### src/rtl/core/rpap_pkg.sv
// Package for the pivot rotation block: widths, register indexes, CORDIC table.
// No dependencies.
package rpap_pkg;
  localparam int CoordWidth = 24;
  localparam int AngleWidth = 16;
  localparam int CordicSteps = 24;
  localparam int TrigWidth = 16;
  localparam int RegCount = 6;
  localparam int AddrWidth = 5;

  localparam logic [2:0] RegAngleX = 3'd0;
  localparam logic [2:0] RegAngleY = 3'd1;
  localparam logic [2:0] RegAngleZ = 3'd2;
  localparam logic [2:0] RegPivotX = 3'd3;
  localparam logic [2:0] RegPivotY = 3'd4;
  localparam logic [2:0] RegPivotZ = 3'd5;

  localparam logic signed [33:0] CordicGain = 34'sd652032874;

  typedef struct packed {
    logic signed [TrigWidth-1:0] sin_v;
    logic signed [TrigWidth-1:0] cos_v;
    logic enable;
  } axis_coef_t;

  function automatic logic signed [31:0] atan_turn(input logic [4:0] i);
    case (i)
      5'd0: atan_turn = 32'sd536870912;
      5'd1: atan_turn = 32'sd316933406;
      5'd2: atan_turn = 32'sd167458907;
      5'd3: atan_turn = 32'sd85004756;
      5'd4: atan_turn = 32'sd42667331;
      5'd5: atan_turn = 32'sd21354465;
      5'd6: atan_turn = 32'sd10679838;
      5'd7: atan_turn = 32'sd5340245;
      5'd8: atan_turn = 32'sd2670163;
      5'd9: atan_turn = 32'sd1335087;
      5'd10: atan_turn = 32'sd667544;
      5'd11: atan_turn = 32'sd333772;
      5'd12: atan_turn = 32'sd166886;
      5'd13: atan_turn = 32'sd83443;
      5'd14: atan_turn = 32'sd41722;
      5'd15: atan_turn = 32'sd20861;
      5'd16: atan_turn = 32'sd10430;
      5'd17: atan_turn = 32'sd5215;
      5'd18: atan_turn = 32'sd2608;
      5'd19: atan_turn = 32'sd1304;
      5'd20: atan_turn = 32'sd652;
      5'd21: atan_turn = 32'sd326;
      5'd22: atan_turn = 32'sd163;
      5'd23: atan_turn = 32'sd81;
      default: atan_turn = 32'sd0;
    endcase
  endfunction
endpackage

### src/rtl/core/rpap_axis.sv
// One axis rotation: a multiply stage, a sum/round stage and a saturate (or bypass) stage.
// Depends on rpap_pkg.
module rpap_axis #(
  parameter int W = rpap_pkg::CoordWidth + 1
) (
  input  logic clk,
  input  logic rst,
  input  rpap_pkg::axis_coef_t coef,
  input  logic in_valid,
  input  logic signed [W-1:0] in_a,
  input  logic signed [W-1:0] in_b,
  input  logic signed [W-1:0] in_c,
  output logic out_valid,
  output logic signed [W-1:0] out_a,
  output logic signed [W-1:0] out_b,
  output logic signed [W-1:0] out_c
);
  import rpap_pkg::*;

  localparam int PW = W + TrigWidth + 2;
  localparam logic signed [PW-1:0] Hi = PW'({1'b0, {(W - 1){1'b1}}});
  localparam logic signed [PW-1:0] Lo = -Hi - PW'(1);

  logic v1, v2;
  logic en1, en2;
  logic signed [W-1:0] a1, b1, c1, a2, b2, c2;
  logic signed [PW-1:0] p_ca, p_sb, p_sa, p_cb;
  logic signed [PW-1:0] s_a, s_b;

  always_ff @(posedge clk) begin
    if (rst) begin
      v1 <= 1'b0;
      v2 <= 1'b0;
      out_valid <= 1'b0;
    end else begin
      v1 <= in_valid;
      v2 <= v1;
      out_valid <= v2;
    end
    en1 <= coef.enable;
    a1 <= in_a;
    b1 <= in_b;
    c1 <= in_c;
    p_ca <= PW'(coef.cos_v) * PW'(in_a);
    p_sb <= PW'(coef.sin_v) * PW'(in_b);
    p_sa <= PW'(coef.sin_v) * PW'(in_a);
    p_cb <= PW'(coef.cos_v) * PW'(in_b);
    en2 <= en1;
    a2 <= a1;
    b2 <= b1;
    c2 <= c1;
    s_a <= (p_ca - p_sb + PW'(16384)) >>> 15;
    s_b <= (p_sa + p_cb + PW'(16384)) >>> 15;
    if (en2) begin
      out_a <= (s_a > Hi) ? Hi[W-1:0] : ((s_a < Lo) ? Lo[W-1:0] : s_a[W-1:0]);
      out_b <= (s_b > Hi) ? Hi[W-1:0] : ((s_b < Lo) ? Lo[W-1:0] : s_b[W-1:0]);
    end else begin
      out_a <= a2;
      out_b <= b2;
    end
    out_c <= c2;
  end
endmodule

### config.mk
export PLATFORM = sky130hd
export DESIGN_NAME = rpap_axis
export DESIGN_NICKNAME = d
export VERILOG_FILES = /design/src/rtl/core/rpap_pkg.sv /design/src/rtl/core/rpap_axis.sv
export SDC_FILE = /design/constraint.sdc
export NUM_CORES = 2
export LEC_CHECK = 0
export ABC_AREA = 1
export BUFFER_PORTS_ARGS = -buffer_cell sky130_fd_sc_hd__buf_2
export CAP_MARGIN = 20
export CELL_PAD_IN_SITES_DETAIL_PLACEMENT = 1
export CELL_PAD_IN_SITES_GLOBAL_PLACEMENT = 1
export CORE_MARGIN = 10
export CORE_UTILIZATION = 35
export DETAILED_ROUTE_END_ITERATION = 8
export PLACE_DENSITY = 0.7
export SYNTH_ARGS = -nofsm -noshare
export SYNTH_HDL_FRONTEND = slang
export SYNTH_SLANG_ARGS = --single-unit
export TNS_END_PERCENT = 1
### constraint.sdc
create_clock -name clk -period 19.4 [get_ports clk]
set_clock_uncertainty 0.05 [all_clocks]
set_input_delay 3.88 -clock clk [delete_from_list [all_inputs] [get_ports clk]]
set_output_delay 3.88 -clock clk [all_outputs]
set_load 0.01 [all_outputs]
Yosys cells after proc, flatten, opt, wreduce, memory -nomap -nowiden
Index checks and enable logic that the tools add are counted.
{"block": "totals", "regBits": 450, "input_bits": 111, "output_inout_bits": 76, "wordCells": 38}
{"block": "classes", "addsub": 4, "n_mul": 4, "n_lt_le_gt_ge": 4, "n_mux": 6}
{"cell": "16-bit by 25-bit multiplier with 41-bit output", "count": 4}
{"cell": "25-bit two-way mux", "count": 6}
{"cell": "42-bit by 16-bit adder with 43-bit output, second input constant", "count": 2}
{"cell": "28-bit by 25-bit greater-than comparator with 1-bit output, second input constant", "count": 2}
{"cell": "28-bit by 25-bit less-than comparator with 1-bit output, second input constant", "count": 2}
{"cell": "41-bit by 41-bit adder with 42-bit output", "count": 1}
{"cell": "41-bit by 41-bit subtractor with 42-bit output", "count": 1}

Depth between registers and ports, before layout
{"block": "depth", "ltp_word": 4, "mapped_depth": 28, "mapped_depth_nobuf": 26}

Worst setup path after synthesis
OpenSTA, ideal clock, no wires.
{"block": "synth_timing", "path_kind": "input port to flip-flop", "start": "input coef[21] (netlist bit)", "end": "register, netlist name p_sb[40]", "setup_time_ns": 0.113, "t_arrival_ns": 8.911, "required_ns": 19.237, "setup_slack_ns": 10.325, "cell_stages": 20, "path_buffers": 2, "path_cell_list": "clkbuf_1 > clkbuf_1 > nand2_1 > fa_1 > inv_1 > fa_1 > inv_1 > fa_1 > fa_1 > fa_1 > fa_1 > inv_1 > ha_1 > a21oi_1 > o21ai_0 > a21oi_1 > nand2_1 > nand3b_1 > nand2_1 > nand2_1"}
{"block": "synth_via", "elab_chain_cells": 1}
{"element": "start, declared", "line": "rpap_axis.sv:8", "source": "input rpap_pkg::axis_coef_t coef,"}
{"element": "16-bit by 25-bit multiplier with 41-bit output", "line": "rpap_axis.sv:45", "source": "p_sb <= PW'(coef.sin_v) * PW'(in_b);"}
Every way passes these cells.
A chain may end at the register's enable or synchronous reset.

Final worst setup path
{"block": "layout_timing", "start": "input coef[16] (netlist bit)", "end": "register p_cb[25]"}
{"block": "layout_via", "elab_chain_cells": 1}
{"element": "16-bit by 25-bit multiplier with 41-bit output", "line": "rpap_axis.sv:47", "source": "p_cb <= PW'(coef.cos_v) * PW'(in_b);"}
{"element": "end signal, assigned", "line": "rpap_axis.sv:47"}
{"element": "end, declared", "line": "rpap_axis.sv:27", "source": "logic signed [PW-1:0] p_ca, p_sb, p_sa, p_cb;"}
Every way passes these cells.

==> results.txt <==
The net count after synthesis came out at about 13,000. For the worst flop-to-flop path, the logic depth is 11. Traced cell by cell, the critical path runs through buf_2 > clkinv_1 > buf_4 > nor2_1 > fa_1 > fa_1 > fa_1 > fa_1 > fa_1 > inv_1 > fa_1 > inv_1 > ha_1 > nand2_1 > nor2_1 > inv_1 > nor3_1 > nand3_1 > nand3_1 > xor2_1.

The fraction of layout cells with a size suffix above 1 is 0.0389. The kind of cell with the highest combined delay on the critical path is adder cells. The sum of buffers and inverters on the critical path is 6. By area the synthesized netlist is led by sky130_fd_sc_hd__fa_1, sky130_fd_sc_hd__inv_1, sky130_fd_sc_hd__nand2_1.

The total half-perimeter wirelength after legalization and detailed placement came out at about 230 mm. The area growth from synthesis to layout came out at 7.46%. The number of distinct standard cells referenced by the synthesized netlist is 44.

The path type of the worst min-delay path is flop to flop. The worst register-to-register path ends at s_a[16]. Measured along the y axis, the die boundary spans roughly 490 microns. Row generation in the floorplan step produced 174 rows. The area of the die is ~0.24 sq mm. In the synthesized netlist the async set-or-reset flop fraction comes to 0. The cell that appears most often on the critical path is sky130_fd_sc_hd__fa_1. In this run the register-to-register setup slack is roughly 16,000 ps. CTS saw 450 sinks. The synthesized design spends more area on one cell type than any other, namely sky130_fd_sc_hd__fa_1. The post-layout net count came out at roughly 13,000. The number of warnings reported in the yosys synthesis log is 0. The sequential element share of the synthesized area came out at 0.114. The area of the core region is between 0.2 and 0.25 sq mm. The flow ran to the end, and the final reports show no timing, DRC or antenna violations. The wire length of the first global-routing pass is about 440 mm. The clock reaches the later pin of the worst-skew pair after between 600 and 700 ps. The TritonCTS buffer count is 51. The pre-antenna-repair detailed-routing pass consisted of 5 iterations.

The number of antenna violations at the first check in global routing came to 37. At the worst endpoint, the required time is ~20,000 ps. STA classifies the critical path startpoint as a primary input.

The worst setup path is of the primary input to flop kind. The setup TNS came out at 0 ps. The tree is rooted in a sky130_fd_sc_hd__clkbuf_16.

The launch instance of the worst register-to-register path is p_ca[21]. After technology mapping, the gate count stands at between 10,000 and 15,000. The chip width is about 490 microns.

In this run the cell area of the synthesized design comes to roughly 0.079 sq mm. The DRC violations left is 0. The initial utilization of the core area, before any placement, comes to 0.351. Using the TritonRoute via totals, the vias-per-cell ratio works out to 4.85. The global route total overflow is 0. Once detail routing completed, the nets flagged for antenna violations numbered 0. The worst hold path terminates at c2[23]. For this block, the via count after detailed routing is ~65,000.

Synthesis inferred 450 register bits. The highest achievable clock rate came out at about 98 MHz. The number of hold violations in the final report is 0. The number of buffers inserted by post-CTS setup repair came out at 0. At the pin with the least slew margin, the transition time is between 1000 and 1500 ps.

The largest driver fanout on the critical path is 22. The most critical setup path has its startpoint at coef[16]. Setup repair after global routing left no endpoint under its margin. The number of buffers inserted by port buffering came out at ~190. The tool flagged a number of max-cap violations equal to 0. The maximum level of the CTS H-tree is 2. Ranked by instance count, the synthesized netlist is headed by sky130_fd_sc_hd__inv_1, sky130_fd_sc_hd__nand2_1, sky130_fd_sc_hd__fa_1. The worst hold path begins at c1[23]. The final-report max-slew violation count came out at 0. The post-cts gate resize count is 0. The cts-stage hold buffer count came out at 0.

The slowest stage of the critical path belongs to the cell sky130_fd_sc_hd__clkinv_1. The routed design has ~280 mm of wire. The I/O pin total came out at 187.

The maximum buffer depth of the clock tree is 3. Along the worst hold path, the cell count comes to 0. The final period utilization is 0.526.

The arrival time of data at the critical path endpoint is around 11,000 ps. The clock edge transition at the registers on the reported setup and hold paths is approximately 70 ps. In this run, synthesis inferred 0 flip-flops with an integrated enable. The average routed wire per standard cell is 21.1 microns. Setup violations remaining at the end of the flow were counted as 0. The most common cell in the synthesized netlist is sky130_fd_sc_hd__inv_1. The share of synthesized area in the top cell type comes to 0.395.

The DRC marker count from the first detailed-route iteration came out at about 3,900. The most frequently used flop master after synthesis is sky130_fd_sc_hd__dfxtp_1. The worst setup path is captured at a flop. Entering global routing, the biggest net connects between 50 and 60 pins. The final period demand of the worst path is between 10,000 and 15,000 ps. Routability-driven placement finished with a final weighted congestion of about 0.92.

The total routing usage reported by global routing is 0.232. Measured against its own limit, the worst slew margin works out to 0.172. The mean instance size in the synthesized netlist is 7.58 sq um. The highest cell delay on the worst timing path came out at 870 ps. The CTS tree is yes. The number of global-route vias before repair came out at approximately 73,000.
==> worst max-delay path by stage <==
stage	endpoint	slack, ps	depth (start not counted)
floorplan	p_sb[40]	10330	20
global placement	p_cb[25]	8400	20
detailed placement	p_cb[25]	8410	20
CTS	p_cb[25]	9120	20
global route	p_cb[25]	8770	20
finish	p_cb[25]	9190	20
==> layout make-up <==
type,count,area (sq um)
tap,2992,3740
multi-input combinational,6569,57100
timing repair buffer,271,1610
clock inverter,33,438
sequential,450,9010
antenna,10,25.0
inverter,3013,11300
fill,27600,140000
clock buffer,62,1370
==> flip-flops by register name (all words and copies together), names as in the netlist, 28 cells and up <==
name	cells
p_ca	41
p_sb	41
s_a	28
s_b	28
p_sa	41
p_cb	41
==> logic make-up after synthesis <==
group           count (synthesis)  synth area share
compound gates                542            0.0383
simple gates                 3791             0.190
flops                         450             0.114
buf+inv                      3367             0.160
mux                             2          0.000286
xor+xnor                      122            0.0136
fa+ha+maj                    2112             0.483
==> through the flow <==
step                cell area [sq um]  setup WS [ps]  utilization  std cells  hold WS (ps)
CTS                             84600           9120        0.377      13400           258
global route                    84600           8770        0.377      13400           268
detailed placement              82700           8410        0.369      13300           263
finish                          84600           9190        0.377      13400           248
floorplan                       78800          10330            -      10400           260
global placement                82700           8400        0.369      13300           260
==> per-layer routing <==
metal | global-route usage | vias to the layer above | share of wire
li1 | - | 29500 | -
met1 | 0.325 | 33600 | 0.46
met2 | 0.382 | 1535 | 0.46
met3 | 0.0254 | 324 | 0.051
met4 | 0.0563 | 10 | 0.024
met5 | 0 | - | 0.00022
==> cell usage in the layout, fill, tap and decap left out, types with 4 or more instances in the layout <==
cell,netlist,layout
sky130_fd_sc_hd__clkbuf_8,0,5
sky130_fd_sc_hd__o21bai_1,44,44
sky130_fd_sc_hd__fa_1,1552,1552
sky130_fd_sc_hd__xnor2_1,29,29
sky130_fd_sc_hd__clkinv_2,0,7
sky130_fd_sc_hd__a21o_1,14,14
sky130_fd_sc_hd__o21ai_0,139,139
sky130_fd_sc_hd__nand2_1,2842,2842
sky130_fd_sc_hd__inv_6,0,10
sky130_fd_sc_hd__diode_2,0,10
sky130_fd_sc_hd__nand3b_1,12,12
sky130_fd_sc_hd__o21ai_1,4,4
sky130_fd_sc_hd__nor3_2,4,4
sky130_fd_sc_hd__inv_1,3013,3012
sky130_fd_sc_hd__nand3_2,6,6
sky130_fd_sc_hd__bufinv_16,0,7
sky130_fd_sc_hd__nand3_1,228,228
sky130_fd_sc_hd__a31oi_1,9,7
sky130_fd_sc_hd__xor2_1,93,93
sky130_fd_sc_hd__buf_2,0,186
sky130_fd_sc_hd__and2_1,5,5
sky130_fd_sc_hd__ha_1,560,560
sky130_fd_sc_hd__a21oi_1,259,259
sky130_fd_sc_hd__nand4_1,61,61
sky130_fd_sc_hd__nand2_2,6,6
sky130_fd_sc_hd__clkbuf_16,0,51
sky130_fd_sc_hd__buf_4,0,83
sky130_fd_sc_hd__nor2_2,7,7
sky130_fd_sc_hd__nor4_1,4,4
sky130_fd_sc_hd__o21a_1,9,9
sky130_fd_sc_hd__nor3_1,29,29
sky130_fd_sc_hd__nor2_1,575,575
sky130_fd_sc_hd__o22ai_1,48,48
sky130_fd_sc_hd__clkbuf_1,341,6
sky130_fd_sc_hd__dfxtp_1,450,449
Power is left out: the tool's default activity adds up to more than one toggle a clock period on the data nets, which glitch-free logic cannot reach.
