### src/rtl/core/rpap_pkg.sv
// Package for the pivot rotation block: widths, register indexes, CORDIC table.
// No dependencies.
package rpap_pkg;
  localparam int CoordWidth = 24;
  localparam int AngleWidth = 16;
  localparam int CordicSteps = 24;
  localparam int TrigWidth = 16;
  localparam int RegCount = 6;
  localparam int AddrWidth = 5;

  localparam logic [2:0] RegAngleX = 3'd0;
  localparam logic [2:0] RegAngleY = 3'd1;
  localparam logic [2:0] RegAngleZ = 3'd2;
  localparam logic [2:0] RegPivotX = 3'd3;
  localparam logic [2:0] RegPivotY = 3'd4;
  localparam logic [2:0] RegPivotZ = 3'd5;

  localparam logic signed [33:0] CordicGain = 34'sd652032874;

  typedef struct packed {
    logic signed [TrigWidth-1:0] sin_v;
    logic signed [TrigWidth-1:0] cos_v;
    logic enable;
  } axis_coef_t;

  function automatic logic signed [31:0] atan_turn(input logic [4:0] i);
    case (i)
      5'd0: atan_turn = 32'sd536870912;
      5'd1: atan_turn = 32'sd316933406;
      5'd2: atan_turn = 32'sd167458907;
      5'd3: atan_turn = 32'sd85004756;
      5'd4: atan_turn = 32'sd42667331;
      5'd5: atan_turn = 32'sd21354465;
      5'd6: atan_turn = 32'sd10679838;
      5'd7: atan_turn = 32'sd5340245;
      5'd8: atan_turn = 32'sd2670163;
      5'd9: atan_turn = 32'sd1335087;
      5'd10: atan_turn = 32'sd667544;
      5'd11: atan_turn = 32'sd333772;
      5'd12: atan_turn = 32'sd166886;
      5'd13: atan_turn = 32'sd83443;
      5'd14: atan_turn = 32'sd41722;
      5'd15: atan_turn = 32'sd20861;
      5'd16: atan_turn = 32'sd10430;
      5'd17: atan_turn = 32'sd5215;
      5'd18: atan_turn = 32'sd2608;
      5'd19: atan_turn = 32'sd1304;
      5'd20: atan_turn = 32'sd652;
      5'd21: atan_turn = 32'sd326;
      5'd22: atan_turn = 32'sd163;
      5'd23: atan_turn = 32'sd81;
      default: atan_turn = 32'sd0;
    endcase
  endfunction
endpackage

### src/rtl/core/rpap_trig.sv
// Sine/cosine unit: iterative CORDIC, one step per cycle, for one angle.
// Depends on rpap_pkg.
module rpap_trig #(
  parameter int ANGLE_WIDTH = rpap_pkg::AngleWidth
) (
  input  logic clk,
  input  logic rst,
  input  logic load,
  input  logic [ANGLE_WIDTH-1:0] angle,
  output logic running,
  output rpap_pkg::axis_coef_t coef
);
  import rpap_pkg::*;

  logic busy;
  logic done_q;
  logic [4:0] step;
  logic [1:0] quad;
  logic signed [33:0] x, y, z;
  logic signed [33:0] x_next, y_next, z_next;
  logic [31:0] phase;
  logic signed [33:0] xr, yr;
  logic signed [TrigWidth-1:0] cr, sr;

  assign phase = 32'(angle) << (32 - ANGLE_WIDTH);
  assign running = busy || done_q;

  always_comb begin
    if (!z[33]) begin
      x_next = x - (y >>> step);
      y_next = y + (x >>> step);
      z_next = z - 34'(atan_turn(step));
    end else begin
      x_next = x + (y >>> step);
      y_next = y - (x >>> step);
      z_next = z + 34'(atan_turn(step));
    end
  end

  function automatic logic signed [TrigWidth-1:0] to_q15(input logic signed [33:0] v);
    logic signed [33:0] r;
    r = (v + 34'sd16384) >>> 15;
    if (r > 34'sd32767) to_q15 = 16'sd32767;
    else if (r < -34'sd32767) to_q15 = -16'sd32767;
    else to_q15 = r[TrigWidth-1:0];
  endfunction

  assign xr = x;
  assign yr = y;
  assign cr = to_q15(xr);
  assign sr = to_q15(yr);

  always_ff @(posedge clk) begin
    if (rst) begin
      busy <= 1'b0;
      done_q <= 1'b0;
      step <= '0;
      coef.sin_v <= '0;
      coef.cos_v <= 16'sd32767;
      coef.enable <= 1'b0;
    end else begin
      done_q <= busy && (step == 5'(CordicSteps - 1)) && !load;
      if (load) begin
        busy <= 1'b1;
        step <= '0;
        quad <= phase[31:30];
        x <= CordicGain;
        y <= '0;
        z <= 34'(phase[29:0]);
        coef.enable <= (angle != '0);
      end else if (busy) begin
        x <= x_next;
        y <= y_next;
        z <= z_next;
        if (step == 5'(CordicSteps - 1)) begin
          busy <= 1'b0;
        end
        step <= step + 5'd1;
      end else begin
        step <= step;
      end
      if (done_q) begin
        case (quad)
          2'd0: begin coef.cos_v <= cr; coef.sin_v <= sr; end
          2'd1: begin coef.cos_v <= -sr; coef.sin_v <= cr; end
          2'd2: begin coef.cos_v <= -cr; coef.sin_v <= -sr; end
          default: begin coef.cos_v <= sr; coef.sin_v <= -cr; end
        endcase
      end
    end
  end
endmodule

### config.mk
export PLATFORM = sky130hd
export DESIGN_NAME = rpap_trig
export DESIGN_NICKNAME = d
export VERILOG_FILES = /design/src/rtl/core/rpap_pkg.sv /design/src/rtl/core/rpap_trig.sv
export SDC_FILE = /design/constraint.sdc
export NUM_CORES = 1
export LEC_CHECK = 0
export ABC_AREA = 1
export BUFFER_PORTS_ARGS = -buffer_cell sky130_fd_sc_hd__buf_4
export CAP_MARGIN = 20
export CORE_AREA = 2 2 231 233
export CTS_BUF_LIST = sky130_fd_sc_hd__clkbuf_8
export CTS_CLUSTER_DIAMETER = 60
export DETAILED_ROUTE_END_ITERATION = 8
export DIE_AREA = 0 0 233 235
export HOLD_SLACK_MARGIN = 0.12
export PLACE_DENSITY = 0.61
export REMOVE_ABC_BUFFERS = 1
export SYNTH_ARGS = -nofsm -noshare
export SYNTH_HDL_FRONTEND = slang
export SYNTH_SLANG_ARGS = --single-unit
### constraint.sdc
create_clock -name clk -period 9.45 [get_ports clk]
set_input_delay 0.4725 -clock clk [delete_from_list [all_inputs] [get_ports clk]]
set_output_delay 0.4725 -clock clk [all_outputs]
set_load 0.02 [all_outputs]
---- Yosys cells after proc, flatten, opt, wreduce, memory -nomap -nowiden ----
Memories as Yosys holds them, arrays and structs flattened. A register that Yosys moved wholly into a read port is not among the register bits.
Cells that the tools add are included.
word-level totals
  register bits ........................... 144
  output and inout port bits .............. 34
  memories kept ........................... 2
  bits of input ports ..................... 19
  memory bits (read-only) ................. 1920
cells by class
  reductions and logical operators ........ 10
  bitwise gates (word level) .............. 1
  shifts and indexed selects .............. 2
  add/sub/neg operators ................... 11
  muxes and demuxes ....................... 21
  eq/ne operators ......................... 3
  order comparisons ....................... 4
memory list
  memory            depth  bits a word  rd ports  clocked after Yosys merged registers in  write ports  line            source
  (name not given)  32     30           1         1                                        0            rpap_pkg.sv:27  case (i)
  (name not given)  32     30           1         1                                        0            rpap_pkg.sv:27
operators with widths
  operator                  number
  $mux W34                  6
  $pmux W32 S3              1
  $add A34 B16 Y34 const B  2
  $add A34 B34 Y34          2
  $sshr A34 B5 Y34          2
  $sub A34 B34 Y34          2
  $mux W16                  4
  $mux W32                  2
  $gt A19 B16 Y1 const B    2
  $lt A19 B16 Y1 const B    2
  $add A34 B32 Y34          1
  $sub A34 B32 Y34          1
  $neg A16 Y16              2
  $mux W30                  1
  $mux W5                   4
  $reduce_bool A16 Y1       1
  $add A5 B1 Y5 const B     1
  $eq A5 B5 Y1 const B      1
  $reduce_and A2 Y1         2
  $mux W1                   3
  $eq A2 B1 Y1 const B      1
  $eq A2 B2 Y1 const B      1
  $logic_and A1 B1 Y1       2
  $logic_not A2 Y1          1
  5 further kinds           5

---- Logic depth before layout (Yosys ltp) ----
Gate-level depths: netlist (run 1).
  depth after elaboration ................. 6
  mapped depth ............................ 36
  depth with buffers taken out ............ 35

---- Worst setup path before layout (run 1) ----
Ideal clock, no wire load.
  path type ............................... flip-flop to flip-flop
  from .................................... reg step[0]
  to ...................................... reg y[32] (data pin)
  arrival time ............................ 4.028 ns
  required time ........................... 9.197 ns
  period minus slack after synthesis ...... 4.281 ns
  setup slack ............................. 5.169 ns
  buffers on the path ..................... 2
  cell stages (with the launch flop) ...... 30
  cells stage by stage .................... dfxtp_1 > buf_6 > buf_6 > nand2_1 > o21ai_0 > nand2_1 > o21ai_1 > nand2_1 > o21ai_0 > mux2i_1 > nand2_1 > nand2_1 > ha_1 > inv_1 > o21ai_0 > fa_1 > inv_1 > nand2_1 > o21ai_1 > inv_1 > o21ai_1 > a21boi_0 > o21ai_1 > a21oi_1 > o21ai_0 > a21oi_1 > o21ai_0 > a21oi_1 > nor2_1 > nor2_1
between the ends
  word-level cells in the longest chain between the ends .. 4
RTL lines
  element                                               line                              source
  start, declared                                       rpap_trig.sv:17                   logic [4:0] step;
  start signal, assigned                                rpap_trig.sv:78                   step <= step + 5'd1;
  start signal, assigned                                rpap_trig.sv:80                   step <= step;
  $sshr A34 B5 Y34 *                                    rpap_trig.sv:31, rpap_trig.sv:35
  $add A34 B34 Y34 or $sub A34 B34 Y34 (tied branches)  rpap_trig.sv:31, rpap_trig.sv:35
  $mux W34 *                                            rpap_trig.sv:29                   if (!z[33]) begin
  $mux W34 *                                            rpap_trig.sv:71                   end else if (busy) begin
  end signal, assigned                                  rpap_trig.sv:73                   y <= y_next;
  end, declared                                         rpap_trig.sv:19                   logic signed [33:0] x, y, z;
Every way passes the cells marked *; elsewhere a longest branch is shown, timed or not. The select of a mux whose other input is x is not followed.
A chain may end at the register's enable or synchronous reset.

---- Worst setup path in the final report (run 1) ----
Same ends and word-level chain as after synthesis.

==> results by group, run 1 <==
Worst setup path
  – Max stage delay on crit path: between 0.6 and 0.7 ns
  – CP Depth: 26
  – Critical path endpoint: y[32]$_SDFFCE_PP0P_
  – R2R depth: 26
  – WP buf/inv: 2
  – Worst path required time: approximately 10 ns
  – Critical Path Source Type: register
  – Largest delay share family, worst path: compound AO/OA/AOI/OAI gates
  – Critical path class: register to register
  – R2r setup slk: approximately 3.3 ns
  – R2r endpoint: y[32]$_SDFFCE_PP0P_
  – Launch point of the worst reg-to-reg path: step[0]$_SDFFE_PP0P_
  – Worst path slowest cell: dfxtp_4
  – Crit path max fanout: between 50 and 60
  – CP arrival: ~6.5 ns
  – Most frequent CP cell: o21ai_0
  – CP endpoint kind: register
  – CP startpoint: step[0]$_SDFFE_PP0P_

Power and ir drop
  – Switching fraction of total power: 56.1%
  – Power Dens Cells: roughly 280 mW/mm2
  – Psw: approximately 3500 uW
  – Clock share of power: 9.8%
  – Comb pwr share: 68.9%
  – Lkg Pwr: around 0.01 uW
  – VDD IR max: 128 uV
  – Power Internal: about 2700 uW
  – Reg power frac: 21.3%

Routing
  – Routed Antenna Nets: 0
  – Metal3 WL: between 3 and 4 mm
  – Post-Route WL: 64.6 mm
  – Top routing layer used: met4
  – Routed met2 length: 30.5 mm
  – Vias per cell: ~5.3
  – M1 WL: 28.7 mm
  – DR DRC count: 0
  – Via count: 21300
  – Initial DRC Count: approximately 1800
  – Initial DRT Pass Iterations: 8
  – Routed length per instance: ~16 um

GRT
  – Largest net degree at the start of global routing: 92
  – Overflow after GRT: 0
  – Initial antenna violation count: 0
  – First-pass GRT wire length: 103 mm
  – Number of global-route vias before repair: between 15000 and 20000
  – GR Util All Layers: a little under a quarter

Timing
  – Final Skew: between 0.03 and 0.04 ns
  – Unrepaired setup endpoints after global routing: no
  – Post-layout min period: 6.17 ns
  – Slew @ Worst Pin: 1.02 ns
  – Fin Setup TNS: 0 ns
  – Final Max Slew Viols: 0
  – Final setup viols: 0
  – Fmax: 0.162 GHz
  – Hold Vio Cnt, Final: 0
  – Fin worst setup slack: 3.28 ns
  – Period utilization: 65.3%
  – Slew headroom: about a third

Placement
  – Area post-placement: roughly 0.021 mm2
  – Port Buffers: 52
  – Detailed Place HPWL: between 40 and 50 mm
  – Placed cell count: 3966
  – Pre-CTS setup slack: 3.43 ns
  – Routability cong.: roughly 0.94

Floorplan
  – Site Rows: 84
  – Initial Util: 39.5%
  – Height of the die: 235 um
  – I/O pins: 53
  – Die width: between 200 and 250 um
  – Die footprint: 0.0548 mm2
  – Core Region: 0.0522 mm2

Synth
  – Post-synthesis register bit count: between 150 and 200
  – Yosys cell types: 60
  – Yosys top cell area share: between 10% and 20%
  – Synth area leaders: nand2_1 (17%), edfxtp_1 (15%), ha_1 (6.9%)
  – Synthesis warning total: 0
  – Ys async rst share: 0%
  – Synthesized instance count: 3337
  – Ys flop type: edfxtp_1
  – Synthesized area: 0.0206 mm2
  – Synthesized area per cell: approximately 6 um2
  – Number of synthesized flops with an enable pin: 104
  – Synth area leader: nand2_1
  – Sequential area share after synthesis: between 20% and 30%

Clocking
  – CTS resizes: 0
  – Post-CTS Hold Fix Bufs: 2
  – Clock tree root driver cell: clkbuf_8
  – Clock-pin slew on the worst setup and hold paths: ~0.13 ns
  – Clock sink total: between 150 and 200
  – Clock Path Buffers: 2
  – CTS Buf Count: 17
  – CTS tree: yes
  – Clock Latency Late Sink: 0.60 ns
  – Post-CTS Setup Bufs: 0
  – H-tree levels: 4

Finish
  – Proportion of layout cells with a drive suffix above 1: approximately 7.5%
  – Post-route insts no fill: 4000
  – Most frequent cells in the layout: nand2_1 (925), inv_1 (366), a21oi_1 (264)
  – Ant diodes: 0
  – Synthesis-to-finish area growth: 5.96%
  – Fin nets: between 3000 and 4000
  – Commonest non-fill, non-tap cell in the layout: nand2_1
  – Final Instance Area: 0.0219 mm2
  – FILL cells: roughly 5700

Hold path
  – Hold Path Class: input port to register
  – Hold Crit Depth: 3

Outcome
  – Status: completed

Job
  – Max-cap violations: 0
==> power groups by stage <==
stage | clock (uW) | sequential [uW] | combinational [uW]
global route | 657 | 1330 | 4880
global placement | 0 | 1340 | 4200
CTS | 632 | 1320 | 4240
detailed placement | 0 | 1330 | 4210
floorplan | 0 | 1190 | 3270
finish | 610 | 1320 | 4270
==> per-layer routing <==
metal / vias to the layer above / track usage (%)
met5: - / 0
li1: 11100 / -
met1: 9495 / 30.1
met4: 0 / 9.36
met2: 592 / 39.4
met3: 104 / 3.46
==> final cells by class <==
cell class / instances / area, um2 / share of cell area (%)
tap: 688 / 861 / 3.94
clock inverter: 15 / 203 / 0.928
clock buffer: 17 / 234 / 1.07
multi-input combinational: 2647 / 14000 / 64.2
inverter: 387 / 1450 / 6.65
sequential: 174 / 4530 / 20.7
timing repair buffer: 72 / 546 / 2.50
==> Yosys cell counts (4+ instances only) <==
| cell | count |
|---|---|
| or2_1 | 13 |
| nor3_1 | 36 |
| nor2_2 | 23 |
| nand2_2 | 20 |
| nor2_4 | 10 |
| o21bai_1 | 10 |
| xor2_1 | 93 |
| clkbuf_1 | 62 |
| o21ai_1 | 120 |
| a31oi_1 | 26 |
| a21oi_1 | 264 |
| o31ai_1 | 5 |
| a211oi_1 | 7 |
| nand2_1 | 926 |
| o21ai_2 | 17 |
| or2_2 | 34 |
| nor4_1 | 8 |
| buf_6 | 9 |
| a221oi_1 | 4 |
| o221ai_1 | 18 |
| xnor2_1 | 20 |
| o22ai_1 | 6 |
| inv_1 | 369 |
| nand3_2 | 5 |
| a21o_1 | 8 |
| inv_2 | 15 |
| o21ai_0 | 233 |
| nand3_1 | 225 |
| dfxtp_1 | 70 |
| nand4_1 | 43 |
| o211ai_1 | 22 |
| o21a_1 | 22 |
| ha_1 | 114 |
| buf_1 | 15 |
| edfxtp_1 | 104 |
| nor2_1 | 246 |
| mux2i_1 | 25 |
| buf_2 | 33 |
| a21boi_0 | 8 |
| and2_1 | 6 |
| buf_4 | 10 |
==> tightest hold or removal path, cell delays in order <==
cell and delay, ns:
buf_4 0.08, inv_1 0.04, o21ai_0 0.12
==> worst min path at each step <==
| stage | start | to |
|---|---|---|
| finish | angle[1] | z[17]$_DFFE_PP_ |
| global route | angle[1] | z[17]$_DFFE_PP_ |
| CTS | angle[1] | z[17]$_DFFE_PP_ |
| detailed placement | coef[9]$_SDFFE_PP1P_ | coef[9]$_SDFFE_PP1P_ |
| global placement | coef[9]$_SDFFE_PP1P_ | coef[9]$_SDFFE_PP1P_ |
| floorplan | coef[16]$_SDFFE_PP0P_ | coef[16]$_SDFFE_PP0P_ |
==> cell families after synthesis <==
kind of cell    count (synthesis)  synth area share, %
flops                         174                 21.9
xor+xnor                      113                 4.80
compound gates                780                 21.0
mux                            25                 1.21
simple gates                 1612                 33.7
fa+ha+maj                     117                 7.21
buf+inv                       516                 10.1
==> metrics by stage <==
stage	utilization [%]	power, uW	hold WS, ns
finish	41.8	6200	0.205
global route	41.8	6860	0.215
CTS	41.8	6190	0.157
detailed placement	41.0	5540	0.454
global placement	41.0	5540	0.452
floorplan	-	4460	0.539
Note: power is estimated with default switching activity, not from simulation.
==> run 2: changes to the inputs <==
--- a/config.mk
+++ b/config.mk
@@ -14,7 +14,7 @@
 export DETAILED_ROUTE_END_ITERATION = 8
 export DIE_AREA = 0 0 233 235
 export HOLD_SLACK_MARGIN = 0.12
-export PLACE_DENSITY = 0.61
+export PLACE_DENSITY = 0.63
 export REMOVE_ABC_BUFFERS = 1
 export SYNTH_ARGS = -nofsm -noshare
 export SYNTH_HDL_FRONTEND = slang
==> constraint.sdc (replaced) <==
create_clock -name clk -period 5.4 [get_ports clk]
set_input_delay 0.27 -clock clk [delete_from_list [all_inputs] [get_ports clk]]
set_output_delay 0.27 -clock clk [all_outputs]
set_load 0.02 [all_outputs]
==> run 2 against run 1 <==
Net effect: sequential power up 63%; critical endpoint is now x[25]$_SDFFCE_PP1P_; maximum frequency increased by 21%; first-iteration DRC count grew 17%; sequential cell count is the same; largest cell class unchanged; clock power grew 67%.
==> results by group, run 2 (synthesis gave the netlist of run 1 again) <==
Placement
  – Pre-CTS setup slack: 0.0513 ns
  – Routability cong.: 0.985
  – Detailed Place HPWL: 52.3 mm
  – Port Buffers: 52

Clocking
  – Clock Latency Late Sink: ~0.6 ns
  – Clock-pin slew on the worst setup and hold paths: about 0.14 ns
  – CTS tree: yes
  – Clock sink total: around 170
  – CTS Buf Count: 17
  – Clock tree root driver cell: clkbuf_8
  – H-tree levels: 4
  – Clock Path Buffers: 2

Power and ir drop
  – Power Internal: around 5000 uW
  – Clock share of power: a little under a tenth
  – Switching fraction of total power: about 56%
  – Lkg Pwr: 0.0106 uW
  – Comb pwr share: between 70 and 80%
  – VDD IR max: ~270 uV
  – Power Dens Cells: 498 mW/mm2
  – Reg power frac: 19.2%
  – Psw: between 6000 and 7000 uW

Routing
  – DR DRC count: 0
  – Vias per cell: between 5 and 6
  – Via count: about 22000
  – Routed Antenna Nets: 0
  – Initial DRC Count: slightly above 2000
  – Initial DRT Pass Iterations: 8
  – Post-Route WL: 67.4 mm
  – Routed length per instance: 16.5 um

Floorplan
  – I/O pins: 53
  – Site Rows: between 80 and 90
  – Core Region: roughly 0.052 mm2
  – Height of the die: around 240 um
  – Die width: approximately 230 um
  – Die footprint: 0.0548 mm2
  – Initial Util: about two fifths

GRT
  – First-pass GRT wire length: 106 mm
  – GR Util All Layers: between 20% and 30%
  – Largest net degree at the start of global routing: 68
  – Initial antenna violation count: 1
  – Overflow after GRT: 0
  – Number of global-route vias before repair: approximately 20000

Timing
  – Fin Setup TNS: 0 ns
  – Final Skew: 0.0379 ns
  – Period utilization: between 90% and 100%
  – Hold Vio Cnt, Final: 0
  – Slew headroom: ~40%
  – Final Max Slew Viols: 0
  – Fmax: 0.196 GHz
  – Slew @ Worst Pin: between 0.9 and 1 ns
  – Final setup viols: 0
  – Unrepaired setup endpoints after global routing: yes
  – Post-layout min period: between 5 and 6 ns
  – Fin worst setup slack: between 0.3 and 0.4 ns

Worst setup path
  – Launch point of the worst reg-to-reg path: y[26]$_SDFFCE_PP0P_
  – Max stage delay on crit path: a little under 0.6 ns
  – Critical Path Source Type: register
  – R2r setup slk: 0.31 ns
  – CP arrival: 5.44 ns
  – R2r endpoint: x[25]$_SDFFCE_PP1P_
  – R2R depth: 31
  – Worst path required time: 5.75 ns
  – Crit path max fanout: 7
  – Worst path slowest cell: edfxtp_1
  – CP endpoint kind: register
  – Most frequent CP cell: nand2_1
  – Critical path class: register to register

Finish
  – Ant diodes: 0
  – FILL cells: about 5700
  – Most frequent cells in the layout: nand2_1 (925), inv_1 (367), a21oi_1 (259)
  – Commonest non-fill, non-tap cell in the layout: nand2_1
  – Sequential cell area: around 0.0045 mm2
  – Fin nets: ~3500
  – Multi-input gate area: between 0.01 and 0.015 mm2
  – Proportion of layout cells with a drive suffix above 1: 9.57%
  – Synthesis-to-finish area growth: 9.59%

Hold path
  – Hold Crit Start: load
  – Hold Path Class: input port to register
  – Hold Crit Depth: 2
  – Hold endpoint: z[18]$_DFFE_PP_

Job
  – Max-cap violations: 0

Outcome
  – Status: completed
run 2: cell count changes in the layout (fill, tap and decap cells not counted), sizes merged:
| cell | change |
|---|---|
| clkinv | +1 |
| clkbuf | +2 |
| buf | +59 |
| dlygate4sd3 | +15 |
| inv | -2 |
run 2: worst max-delay path by stage:
stage                    startpoint             endpoint  slack, ns
6_report        y[26]$_SDFFCE_PP0P_  x[25]$_SDFFCE_PP1P_       0.31
5_1_grt        step[0]$_SDFFE_PP0P_  x[25]$_SDFFCE_PP1P_      -0.02
4_1_cts         y[26]$_SDFFCE_PP0P_  x[25]$_SDFFCE_PP1P_     0.0003
3_5_place_dp    y[26]$_SDFFCE_PP0P_  x[33]$_SDFFCE_PP0P_       0.05
3_3_place_gp   step[0]$_SDFFE_PP0P_  x[33]$_SDFFCE_PP0P_       0.08
2_1_floorplan  step[0]$_SDFFE_PP0P_  x[25]$_SDFFCE_PP1P_      -1.04
run 2: metrics by stage:
| stage | instance area [um2] | hold WS, ns | instances | power [uW] | util, % |
|---|---|---|---|---|---|
| after floorplan | 20000 | 0.339 | 3208 | 7800 | - |
| after detailed placement | 21900 | 0.454 | 4018 | 9930 | 41.8 |
| after global placement | 21900 | 0.452 | 4018 | 9920 | 41.8 |
| after CTS | 22400 | 0.161 | 4067 | 11000 | 42.9 |
| final | 22600 | 0.205 | 4075 | 11200 | 43.3 |
| after global routing | 22600 | 0.188 | 4075 | 12400 | 43.3 |
run 2: layer usage:
layer | GRT usage, % | vias up | share of wire [%]
met5 | 0 | - | 0.027
met1 | 32.1 | 10100 | 46
met2 | 39.7 | 678 | 46
li1 | - | 11200 | -
met3 | 3.28 | 111 | 4.9
met4 | 8.63 | 2 | 3.1
run 2: power groups by stage:
stage | registers, uW | logic [uW] | clock network [uW]
after floorplan | 2080 | 5720 | 0
after global placement | 2180 | 7740 | 0
after detailed placement | 2180 | 7760 | 0
after CTS | 2150 | 7800 | 1060
after global routing | 2180 | 9090 | 1090
final | 2150 | 8070 | 1020
run 2: area by class of cell:
cell class / count / area share, %
Clock inverter: 14 / 0.670
Clock buffer: 18 / 1.10
Timing Repair Buffer: 147 / 5.53
Tap cell: 688 / 3.81
Multi-Input combinational cell: 2647 / 62.4
Inverter: 387 / 6.44
Sequential cell: 174 / 20.1
run 2: worst max-delay path, delay by kind of cell, from the launching register on:
| family | cells | cell delay [ns] |
|---|---|---|
| xor gates and xnor gates | 1 | 0.13 |
| buffers and inverters | 4 | 0.28 |
| AOI/OAI and AO/OA | 8 | 1.31 |
| DFF | 1 | 0.58 |
| muxes | 2 | 0.44 |
| and+or+nand+nor | 14 | 1.57 |
| adders and majority gates | 2 | 0.51 |
run 2: repair_timing:
item                                   CTS  global route
gates resized for setup                  0            38
endpoints found under the hold margin   34             0
setup endpoints to repair                0            26
hold buffers                            17             0
setup buffers                            0             7
